==> src/rtl/lbh_pkg.sv <==
// Shared types, constants and the mix round function for the byte hash unit.
// No dependencies.
`default_nettype none

package lbh_pkg;

    localparam logic [31:0] GOLDEN = 32'h9e3779b9;
    localparam int BLOCK_BYTES = 12;
    localparam int FILL_W = $clog2(BLOCK_BYTES + 1);
    localparam int MIX_LINES = 9;
    localparam int STEP_W = $clog2(MIX_LINES);
    localparam logic [STEP_W-1:0] LAST_STEP = STEP_W'(MIX_LINES - 1);

    typedef logic [BLOCK_BYTES-1:0][7:0] byte_buf_t;

    typedef struct packed {
        logic [31:0] a;
        logic [31:0] b;
        logic [31:0] c;
    } abc_t;

    // one queued unit of work for the mixing engine
    typedef struct packed {
        abc_t        words;      // block words, or tail words when has_block is 0
        logic        has_block;
        logic        final_mix;
        logic        first;      // reload state from golden value and seed
        logic [31:0] seed;
        logic [31:0] length;
    } job_t;

    function automatic abc_t mix_line(input logic [STEP_W-1:0] step, input abc_t v);
        abc_t r;
        r = v;
        unique case (step)
            4'd0: r.a = (v.a - v.b - v.c) ^ (v.c >> 13);
            4'd1: r.b = (v.b - v.c - v.a) ^ (v.a << 8);
            4'd2: r.c = (v.c - v.a - v.b) ^ (v.b >> 13);
            4'd3: r.a = (v.a - v.b - v.c) ^ (v.c >> 12);
            4'd4: r.b = (v.b - v.c - v.a) ^ (v.a << 16);
            4'd5: r.c = (v.c - v.a - v.b) ^ (v.b >> 5);
            4'd6: r.a = (v.a - v.b - v.c) ^ (v.c >> 3);
            4'd7: r.b = (v.b - v.c - v.a) ^ (v.a << 10);
            4'd8: r.c = (v.c - v.a - v.b) ^ (v.b >> 15);
            default: r = v;
        endcase
        return r;
    endfunction

endpackage

`default_nettype wire

==> src/rtl/lookup2_byte_hash_unit.sv <==
// Top level of the streaming lookup2 byte hash unit.
// Depends on lbh_pkg, lbh_front, lbh_queue, lbh_back.
//
// Usage:
//   Key channel (key_valid/key_stall): one item per transfer carrying data_byte,
//   has_byte and last. A key is a run of items ending in an item with last set;
//   an item with last set and no byte ends an empty key.
//   Hash channel (hash_valid/hash_stall): one transfer of hash per key.
//   Config channel (cfg_valid/cfg_ready): writes the seed init_value; always
//   ready. The seed is sampled on the first item of each key.
// Throughput: one byte per cycle while key_stall is low. Each completed 12-byte
//   block costs the mixing engine one add and nine mix lines, so long keys
//   stream at full rate. Each key end costs one more add and nine mix lines (and
//   a length add and nine more mix lines when the last byte also completes a
//   block), so short keys are bound by the engine rather than the byte rate.
// Reset: clears the seed to zero, closes any open key, empties the job queue
//   and drops any pending hash.
// Stall: a stalled hash holds; the engine then waits at the end of its next
//   final mix, the two-entry queue fills and key_stall is raised.
`default_nettype none

module lookup2_byte_hash_unit
    import lbh_pkg::*;
(
    input  wire logic        clk,
    input  wire logic        rst_n,
    input  wire logic        key_valid,
    output logic             key_stall,
    input  wire logic [7:0]  data_byte,
    input  wire logic        has_byte,
    input  wire logic        last,
    output logic             hash_valid,
    input  wire logic        hash_stall,
    output logic [31:0]      hash,
    input  wire logic        cfg_valid,
    output logic             cfg_ready,
    input  wire logic [31:0] init_value
);

    logic [31:0] init_value_reg, init_value_next;
    logic        accept;
    logic        push;
    logic        pop;
    logic        q_full;
    logic        q_empty;
    job_t        push_job;
    job_t        pop_job;

    always_comb
    begin
        cfg_ready = 1'b1;
        key_stall = q_full;
        accept    = key_valid && !q_full;
        init_value_next = (cfg_valid && cfg_ready) ? init_value : init_value_reg;
    end

    always_ff @(posedge clk or negedge rst_n)
    begin
        if (!rst_n)
            init_value_reg <= '0;
        else
            init_value_reg <= init_value_next;
    end

    lbh_front u_front (
        .clk        (clk),
        .rst_n      (rst_n),
        .accept     (accept),
        .data_byte  (data_byte),
        .has_byte   (has_byte),
        .last       (last),
        .init_value (init_value_reg),
        .push       (push),
        .job        (push_job)
    );

    lbh_queue u_queue (
        .clk      (clk),
        .rst_n    (rst_n),
        .push     (push),
        .push_job (push_job),
        .pop      (pop),
        .pop_job  (pop_job),
        .full     (q_full),
        .empty    (q_empty)
    );

    lbh_back u_back (
        .clk        (clk),
        .rst_n      (rst_n),
        .q_empty    (q_empty),
        .q_job      (pop_job),
        .pop        (pop),
        .hash       (hash),
        .hash_valid (hash_valid),
        .hash_stall (hash_stall)
    );

endmodule

`default_nettype wire

==> src/rtl/lbh_front.sv <==
// Front end: takes key bytes, packs 12-byte blocks and tails, counts length.
// Depends on lbh_pkg.
`default_nettype none

module lbh_front
    import lbh_pkg::*;
(
    input  wire logic        clk,
    input  wire logic        rst_n,
    input  wire logic        accept,
    input  wire logic [7:0]  data_byte,
    input  wire logic        has_byte,
    input  wire logic        last,
    input  wire logic [31:0] init_value,
    output logic             push,
    output job_t             job
);

    logic             key_open_reg, key_open_next;
    logic             first_reg, first_next;
    logic [31:0]      seed_reg, seed_next;
    logic [FILL_W-1:0] fill_reg, fill_next;
    logic [31:0]      len_reg, len_next;
    byte_buf_t        buf_reg, buf_next;

    logic             first_eff;
    logic [31:0]      seed_eff;
    logic [FILL_W-1:0] fill_eff, fill_w;
    logic [31:0]      len_eff, len_w;
    byte_buf_t        buf_eff, buf_w;
    logic             blk;

    always_comb
    begin
        first_eff = key_open_reg ? first_reg : 1'b1;
        seed_eff  = key_open_reg ? seed_reg  : init_value;
        fill_eff  = key_open_reg ? fill_reg  : '0;
        len_eff   = key_open_reg ? len_reg   : '0;
        buf_eff   = key_open_reg ? buf_reg   : '0;

        buf_w  = buf_eff;
        fill_w = fill_eff;
        len_w  = len_eff;
        if (has_byte)
        begin
            buf_w[fill_eff[FILL_W-1:0]] = data_byte;
            fill_w = fill_eff + 1'b1;
            len_w  = len_eff + 32'd1;
        end
        blk = has_byte && (fill_w == FILL_W'(BLOCK_BYTES));

        push = accept && (blk || last);

        job.has_block = blk;
        job.final_mix = last;
        job.first     = first_eff;
        job.seed      = seed_eff;
        job.length    = len_w;
        job.words.a   = buf_w[3:0];
        job.words.b   = buf_w[7:4];
        if (blk)
            job.words.c = buf_w[11:8];
        else
            job.words.c = {buf_w[10:8], 8'h00};

        key_open_next = key_open_reg;
        first_next    = first_reg;
        seed_next     = seed_reg;
        fill_next     = fill_reg;
        len_next      = len_reg;
        buf_next      = buf_reg;
        if (accept)
        begin
            key_open_next = !last;
            first_next    = first_eff && !push;
            seed_next     = seed_eff;
            fill_next     = blk ? '0 : fill_w;
            len_next      = len_w;
            buf_next      = blk ? '0 : buf_w;
        end
    end

    always_ff @(posedge clk or negedge rst_n)
    begin
        if (!rst_n)
        begin
            key_open_reg <= 1'b0;
            first_reg    <= 1'b1;
            fill_reg     <= '0;
            len_reg      <= '0;
        end
        else
        begin
            key_open_reg <= key_open_next;
            first_reg    <= first_next;
            fill_reg     <= fill_next;
            len_reg      <= len_next;
        end
    end

    always_ff @(posedge clk)
    begin
        seed_reg <= seed_next;
        buf_reg  <= buf_next;
    end

endmodule

`default_nettype wire

==> src/rtl/lbh_queue.sv <==
// Two-entry job queue between front end and mixing engine.
// Depends on lbh_pkg.
`default_nettype none

module lbh_queue
    import lbh_pkg::*;
(
    input  wire logic clk,
    input  wire logic rst_n,
    input  wire logic push,
    input  job_t      push_job,
    input  wire logic pop,
    output job_t      pop_job,
    output logic      full,
    output logic      empty
);

    job_t       mem [2];
    logic       wr_ptr_reg, wr_ptr_next;
    logic       rd_ptr_reg, rd_ptr_next;
    logic [1:0] count_reg, count_next;

    always_comb
    begin
        full  = (count_reg == 2'd2);
        empty = (count_reg == 2'd0);
        pop_job = mem[rd_ptr_reg];
        wr_ptr_next = wr_ptr_reg ^ push;
        rd_ptr_next = rd_ptr_reg ^ pop;
        count_next  = count_reg + {1'b0, push} - {1'b0, pop};
    end

    always_ff @(posedge clk or negedge rst_n)
    begin
        if (!rst_n)
        begin
            wr_ptr_reg <= 1'b0;
            rd_ptr_reg <= 1'b0;
            count_reg  <= 2'd0;
        end
        else
        begin
            wr_ptr_reg <= wr_ptr_next;
            rd_ptr_reg <= rd_ptr_next;
            count_reg  <= count_next;
        end
    end

    always_ff @(posedge clk)
    begin
        if (push)
            mem[wr_ptr_reg] <= push_job;
    end

endmodule

`default_nettype wire

==> src/rtl/lbh_back.sv <==
// Mixing engine: adds queued words into a/b/c, runs the mix one line per cycle
// unless a stalled output holds a final mix; holds the finished hash in an output register. Depends on lbh_pkg.
`default_nettype none

module lbh_back
    import lbh_pkg::*;
(
    input  wire logic        clk,
    input  wire logic        rst_n,
    input  wire logic        q_empty,
    input  job_t             q_job,
    output logic             pop,
    output logic [31:0]      hash,
    output logic             hash_valid,
    input  wire logic        hash_stall
);

    typedef enum logic [1:0] {S_IDLE, S_MIX, S_FIN} state_t;

    state_t            state_reg, state_next;
    logic [STEP_W-1:0] step_reg, step_next;
    logic              phase_final_reg, phase_final_next;
    logic              pend_final_reg, pend_final_next;
    logic [31:0]       len_reg, len_next;
    abc_t              abc_reg, abc_next;
    logic [31:0]       hash_reg, hash_next;
    logic              hash_valid_reg, hash_valid_next;

    abc_t              base;
    abc_t              mixed;
    logic              out_free;

    always_comb
    begin
        pop      = (state_reg == S_IDLE) && !q_empty;
        mixed    = mix_line(step_reg, abc_reg);
        out_free = !hash_valid_reg || !hash_stall;
        if (q_job.first)
            base = '{a: GOLDEN, b: GOLDEN, c: q_job.seed};
        else
            base = abc_reg;

        state_next       = state_reg;
        step_next        = step_reg;
        phase_final_next = phase_final_reg;
        pend_final_next  = pend_final_reg;
        len_next         = len_reg;
        abc_next         = abc_reg;
        hash_next        = hash_reg;
        hash_valid_next  = hash_valid_reg && hash_stall;

        unique case (state_reg)
            S_IDLE:
            begin
                if (pop)
                begin
                    abc_next.a       = base.a + q_job.words.a;
                    abc_next.b       = base.b + q_job.words.b;
                    abc_next.c       = base.c + q_job.words.c
                                     + (q_job.has_block ? 32'd0 : q_job.length);
                    phase_final_next = !q_job.has_block;
                    pend_final_next  = q_job.has_block && q_job.final_mix;
                    len_next         = q_job.length;
                    step_next        = '0;
                    state_next       = S_MIX;
                end
            end
            S_MIX:
            begin
                if (step_reg != LAST_STEP)
                begin
                    abc_next  = mixed;
                    step_next = step_reg + 1'b1;
                end
                else if (phase_final_reg)
                begin
                    if (out_free)
                    begin
                        abc_next        = mixed;
                        hash_next       = mixed.c;
                        hash_valid_next = 1'b1;
                        state_next      = S_IDLE;
                    end
                end
                else
                begin
                    abc_next   = mixed;
                    state_next = pend_final_reg ? S_FIN : S_IDLE;
                end
            end
            S_FIN:
            begin
                abc_next.c       = abc_reg.c + len_reg;
                phase_final_next = 1'b1;
                pend_final_next  = 1'b0;
                step_next        = '0;
                state_next       = S_MIX;
            end
            default: state_next = S_IDLE;
        endcase

        hash       = hash_reg;
        hash_valid = hash_valid_reg;
    end

    always_ff @(posedge clk or negedge rst_n)
    begin
        if (!rst_n)
        begin
            state_reg       <= S_IDLE;
            step_reg        <= '0;
            phase_final_reg <= 1'b0;
            pend_final_reg  <= 1'b0;
            hash_valid_reg  <= 1'b0;
        end
        else
        begin
            state_reg       <= state_next;
            step_reg        <= step_next;
            phase_final_reg <= phase_final_next;
            pend_final_reg  <= pend_final_next;
            hash_valid_reg  <= hash_valid_next;
        end
    end

    always_ff @(posedge clk)
    begin
        len_reg  <= len_next;
        abc_reg  <= abc_next;
        hash_reg <= hash_next;
    end

endmodule

`default_nettype wire

==> config.mk <==
export PLATFORM = sky130hd
export DESIGN_NAME = lookup2_byte_hash_unit
export DESIGN_NICKNAME = d
export VERILOG_FILES = /design/src/rtl/lbh_pkg.sv /design/src/rtl/lookup2_byte_hash_unit.sv /design/src/rtl/lbh_front.sv /design/src/rtl/lbh_queue.sv /design/src/rtl/lbh_back.sv
export SDC_FILE = /design/constraint.sdc
export NUM_CORES = 2
export LEC_CHECK = 0
export ABC_AREA = 1
export CAP_MARGIN = 20
export CORE_UTILIZATION = 23
export CTS_BUF_LIST = sky130_fd_sc_hd__clkbuf_16
export DETAILED_ROUTE_END_ITERATION = 10
export DONT_BUFFER_PORTS = 1
export GPL_ROUTABILITY_DRIVEN = 0
export PLACE_DENSITY = 0.35
export SYNTH_ARGS = -nofsm -noshare
export SYNTH_HDL_FRONTEND = slang
export SYNTH_SLANG_ARGS = --single-unit
==> constraint.sdc <==
create_clock -name clk -period 6.9 [get_ports clk]
set_input_delay 1.38 -clock clk [delete_from_list [all_inputs] [get_ports clk]]
set_output_delay 1.38 -clock clk [all_outputs]
set_load 0.005 [all_outputs]
* After elaboration in Yosys (flattened, before gate mapping) *
Memories as Yosys holds them, arrays and structs flattened.
Cells that the tools add are included.
W data, S select, Z words.

word-level totals
  bits in writable memories = 326
  flip-flop bits (word level) = 371
  output and inout port bits = 35
  word-level logic and storage cells = 153
  memories = 1
  input bits = 47

memories
  memory       words  width  rd ports  clocked after Yosys merged registers in  wr ports  line             text
  u_queue.mem  2      163    1         0                                        1         lbh_queue.sv:18  job_t mem [2];

cells by class
  reductions and logical operators = 30
  bitwise gates (word level) = 12
  order comparisons = 2
  muxes and demuxes = 43
  add/subtract/negate cells = 16
  equal/unequal tests = 18

operator list
  kind                     number
  $mux W96                 7
  $pmux W32 S3             4
  $sub A32 B32 Y32         6
  $add A32 B32 Y32         5
  $mux W32                 5
  $pmux W64 S2             1
  $bwmux W96               1
  $xor A32 B32 Y32         3
  $xor A32 B19 Y32         2
  $add A32 B1 Y32 const B  1
  $demux W8 S4             1
  $xor A32 B17 Y32         1
  $xor A32 B20 Y32         1
  $xor A32 B27 Y32         1
  $xor A32 B29 Y32         1
  $mux W4                  5
  $eq A4 B3 Y1 const B     4
  $pmux W4 S3              1
  $reduce_and A3 Y1        4
  $mux W2                  5
  $mux W1                  9
  $add A4 B1 Y4 const B    2
  $eq A4 B2 Y1 const B     2
  $eq A4 B4 Y1 const B     2
  25 further kinds         47

* Longest topological paths before layout *
  depth after elaboration = 9
  mapped depth = 22
  depth with buffers taken out = 22

* Hierarchy *
Synthesis repeated with hierarchy kept, for this count alone.

unflattened totals
  cell total of the unflattened synthesis = 6,567
  area total of the unflattened synthesis = 51,323.0 um2

by module, submodules not included
  module                  sequential area each (um2)  cells each  times used  area each (um2)
  lbh_back                5,029.8                     4,306       1           27,831.7
  lbh_queue               9,889.5                     875         1           12,283.0
  lbh_front               4,795.8                     1,246       1           9,897.0
  lookup2_byte_hash_unit  800.8                       140         1           1,311.3

* Worst setup path before layout *
OpenSTA, ideal clock, no wires.

  path kind = input to register
  start = in has_byte
  end = mem u_queue.mem[1][0] (netlist name), enable pin
  required time = 6.357 ns
  setup slack = 0.128 ns
  setup time = 0.543 ns
  stages = 9
  arrival = 6.229 ns
  path buffers = 2
  cells stage by stage = buf_2 -> nand2_1 -> xor2_1 -> nand3b_1 -> nor2_1 -> buf_2 -> nor2_1 -> nor2_1 -> ha_1

between the ends
  word-level cells in the longest chain between the ends = 7

RTL lines
  element                          line                          text
  start, declared                  lookup2_byte_hash_unit.sv:30  input wire logic has_byte,
  $mux W4                          lbh_front.sv:44               if (has_byte)
  $eq A4 B4 Y1                     lbh_front.sv:50               blk = has_byte && (fill_w == FILL_W'(BLOCK_BYTES));
  $logic_and A1 B1 Y1 *            lbh_front.sv:50
  $logic_or A1 B1 Y1 *             lbh_front.sv:52               push = accept && (blk || last);
  $logic_and A1 B1 Y1 *            lbh_front.sv:52
  $mux W1 *                        lbh_queue.sv:51               if (push)
  $mux W1 (not written as such) *  lbh_queue.sv:52               mem[wr_ptr_reg] <= push_job;
  end, declared                    lbh_queue.sv:18

Every way passes the cells marked *; elsewhere a longest branch is shown, timed or not.

==> out/metrics.yaml <==
status: "finished, final reports clean"
cts_tree: "built"
seqCellArea_um2: 20500
cts-root-buf: "clkbuf_16"
grt.overflow.total: 0
drc: 0
clock_skew_ns: 0.0617
fillers: 23200
ys_async_sr_fraction_pct: 11.9
initial_core_util_pct: 23.2
syn_area_um2: 49400
first_pass_iters: 6
synthCells: 6199
grt_pass1_vias: 41800
grt_pass1_wl_mm: 325
fp.coreArea_um2: 213000
critPathMaxFanout: 25
worst_pin_slew_ns: 1.21
arrival_ns: 5.58
clkSinkCount: 697
insertion_delay_ns: 0.74
drt_first_iter_violations: 4521
post_cts_resized: 0
io_pins: 82
finalSetupTns_ns: 0
drv_slew: 0
clk_path_buf_depth: 3
finalCritPeriodShare_pct: 74.1
cts_setup_buffers: 0
holdWs_ns: 0.331
die_w_um: 465
holdBufCountCts: 0
timing.max_slew.rel_slack_pct: 18.8
max_freq_mhz: 196
crit_required_ns: 7.37
postRouteAntennaNets: 0
critPathCaptureType: "register"
ys_seq_elements: 697
port-buffer-count: 0
die_height_um: 465
rsz0062_at_grt: "false"
path_class: "register to register"
grt_use_total_pct: 21.0
h-tree-depth: 3
yosys_warnings: 0
num-nets-final: 6616
avgViaCountPerCell: 4.85
dp_hpwl_mm: 180
vias: 44100
hold_path_class: "input pin to asynchronous set/reset pin"
grt_max_degree: 103
cp-startpoint: "u_queue.rd_ptr_reg$_DFF_PN0_"
max-cap-violations: 0
syn_nets: 6614
wl_mm: 233
multi_input_area_um2: 25500
largest_reg_flops: 326
hold_viol: 0
drive_gt1_share_pct: 5.34
synthDistinctLibCells: 66
wl_per_cell_um: 25.6
startpoint_type: "register"
rows: 169
clk_pin_slew_ns: 0.06
die-area_um2: 216000
antenna_found_initial: 12
area_growth_pct: 13.3
final_cell_mix: "1631 x nand2_1, 717 x inv_1, 675 x nand3_1, 614 x edfxtp_1, 571 x nor2_1"
min_period_ns: 5.11
synth.avg_cell_area_um2: 7.96
synth-edff-count: 614
cts_made_buffers: 86
seq_area_frac_synth_pct: 41.6
reg2reg_from: "u_queue.rd_ptr_reg$_DFF_PN0_"
final_common_cell: "nand2_1"
setup_viol: 0
yosys_most_used_dff: "edfxtp_1"
==> routing by layer <==
metal | GRT usage [%] | wire (µm) | vias to the layer above
li1 | - | - | 20800
met1 | 30.8 | 112000 | 21500
met2 | 30.8 | 96800 | 1523
met3 | 3.41 | 15700 | 316
met4 | 7.75 | 9210 | 10
met5 | 0 | 64 | -
==> cells in the mapped netlist (3+ instances only) <==
cell type | instances | area [µm²]
a31oi_1 | 46 | 288
and2_1 | 4 | 25.0
xnor2_1 | 41 | 359
xor2_1 | 89 | 780
o21a_1 | 25 | 188
ha_1 | 240 | 3000
buf_6 | 5 | 56.3
nor4_1 | 12 | 75.1
nand3_1 | 675 | 3380
nand3b_1 | 14 | 105
a41oi_1 | 3 | 26.3
dfrtp_1 | 82 | 2050
or2_2 | 39 | 244
nor2_4 | 5 | 56.3
fa_1 | 128 | 2560
nor2_2 | 11 | 68.8
inv_1 | 706 | 2650
o211ai_1 | 12 | 90.1
nand2_2 | 8 | 50.1
nand2_1 | 1632 | 6130
a21o_1 | 30 | 225
buf_2 | 33 | 165
o31ai_1 | 5 | 37.5
inv_2 | 13 | 48.8
a221oi_1 | 4 | 35.0
o221ai_1 | 8 | 70.1
buf_1 | 29 | 109
nor3_2 | 6 | 60.1
buf_4 | 8 | 60.1
o21bai_1 | 46 | 345
a21oi_1 | 346 | 1730
nand4_1 | 52 | 325
a211oi_1 | 5 | 37.5
a21boi_0 | 9 | 67.6
mux2i_1 | 5 | 50.1
a22oi_1 | 4 | 30.0
clkbuf_1 | 101 | 379
o21ai_1 | 15 | 75.1
edfxtp_1 | 614 | 18400
o22ai_1 | 4 | 25.0
o21ai_0 | 433 | 2170
nor2_1 | 575 | 2160
nor3_1 | 46 | 230
==> worst max-delay path, cell delays in order, from the launching register on <==
cell      delay, ns
dfrtp_4        0.62
inv_4          0.21
or2_2          0.13
o21ai_0        0.26
inv_1          0.66
nor2_1         0.12
fa_1           0.52
ha_1           0.18
inv_1          0.08
fa_1           0.45
o21ai_1        0.27
a21oi_1        0.18
o21ai_0        0.43
nand2_1        0.11
nand2_1        0.15
nand2_1        0.07
o211ai_1       0.10
a21oi_1        0.09
o21ai_0        0.12
nand2_1        0.07
==> final cells by class <==
| class | count | area share [%] |
|---|---|---|
| Sequential cell | 697 | 36.7 |
| Tap cell | 2821 | 6.31 |
| Clock buffer | 86 | 3.85 |
| Timing Repair Buffer | 90 | 1.36 |
| Inverter | 721 | 4.85 |
| Multi-Input combinational cell | 4605 | 45.5 |
| Clock inverter | 74 | 1.35 |
| Antenna cell | 8 | 0.0358 |
==> kinds of logic (layout without fill, tap and decap cells) <==
family / count (synthesis) / after routing / share of synthesized area, %
buffers and inverters: 897 / 971 / 7.04
AOI/OAI and AO/OA: 1011 / 1011 / 11.3
adders and majority gates: 368 / 368 / 11.3
muxes: 5 / 5 / 0.101
other: 1 / 9 / 0.00760
DFF: 697 / 697 / 41.6
and+or+nand+nor: 3090 / 3090 / 26.4
xor gates and xnor gates: 130 / 130 / 2.31
==> worst paths after layout <==
path / endpoint / slack [ns] / cells after the start
worst min register to register: u_front.len_reg[31]$_DFFE_PN0P_ / 0.48 / 2
min in group clk: u_front.len_reg[31]$_DFFE_PN0P_ / 0.48 / 2
worst max register to register: u_back.abc_reg[25]$_DFFE_PP_ / 1.79 / 19
worst min-delay path: init_value_reg[3]$_DFFE_PN0P_ / 0.33 / 0
max in group asynchronous: u_front.first_reg$_DFFE_PN1P_ / 6.26 / 0
worst max-delay path: u_back.abc_reg[25]$_DFFE_PP_ / 1.79 / 19
==> metrics by stage <==
| step | util [%] | area (µm²) | worst slack, ns | instances |
|---|---|---|---|---|
| 5_1_grt | 26.3 | 55900 | 1.17 | 9095 |
| 2_1_floorplan | - | 49400 | 0.128 | 6199 |
| 4_1_cts | 26.3 | 55900 | 1.71 | 9093 |
| 3_3_place_gp | 24.9 | 53000 | 1.79 | 8933 |
| 3_5_place_dp | 24.9 | 53000 | 1.74 | 8933 |
| 6_report | 26.3 | 55900 | 1.79 | 9102 |
Power is not shown: default switching activity piles up to over one toggle a cycle in this logic, so the estimate is an artifact.
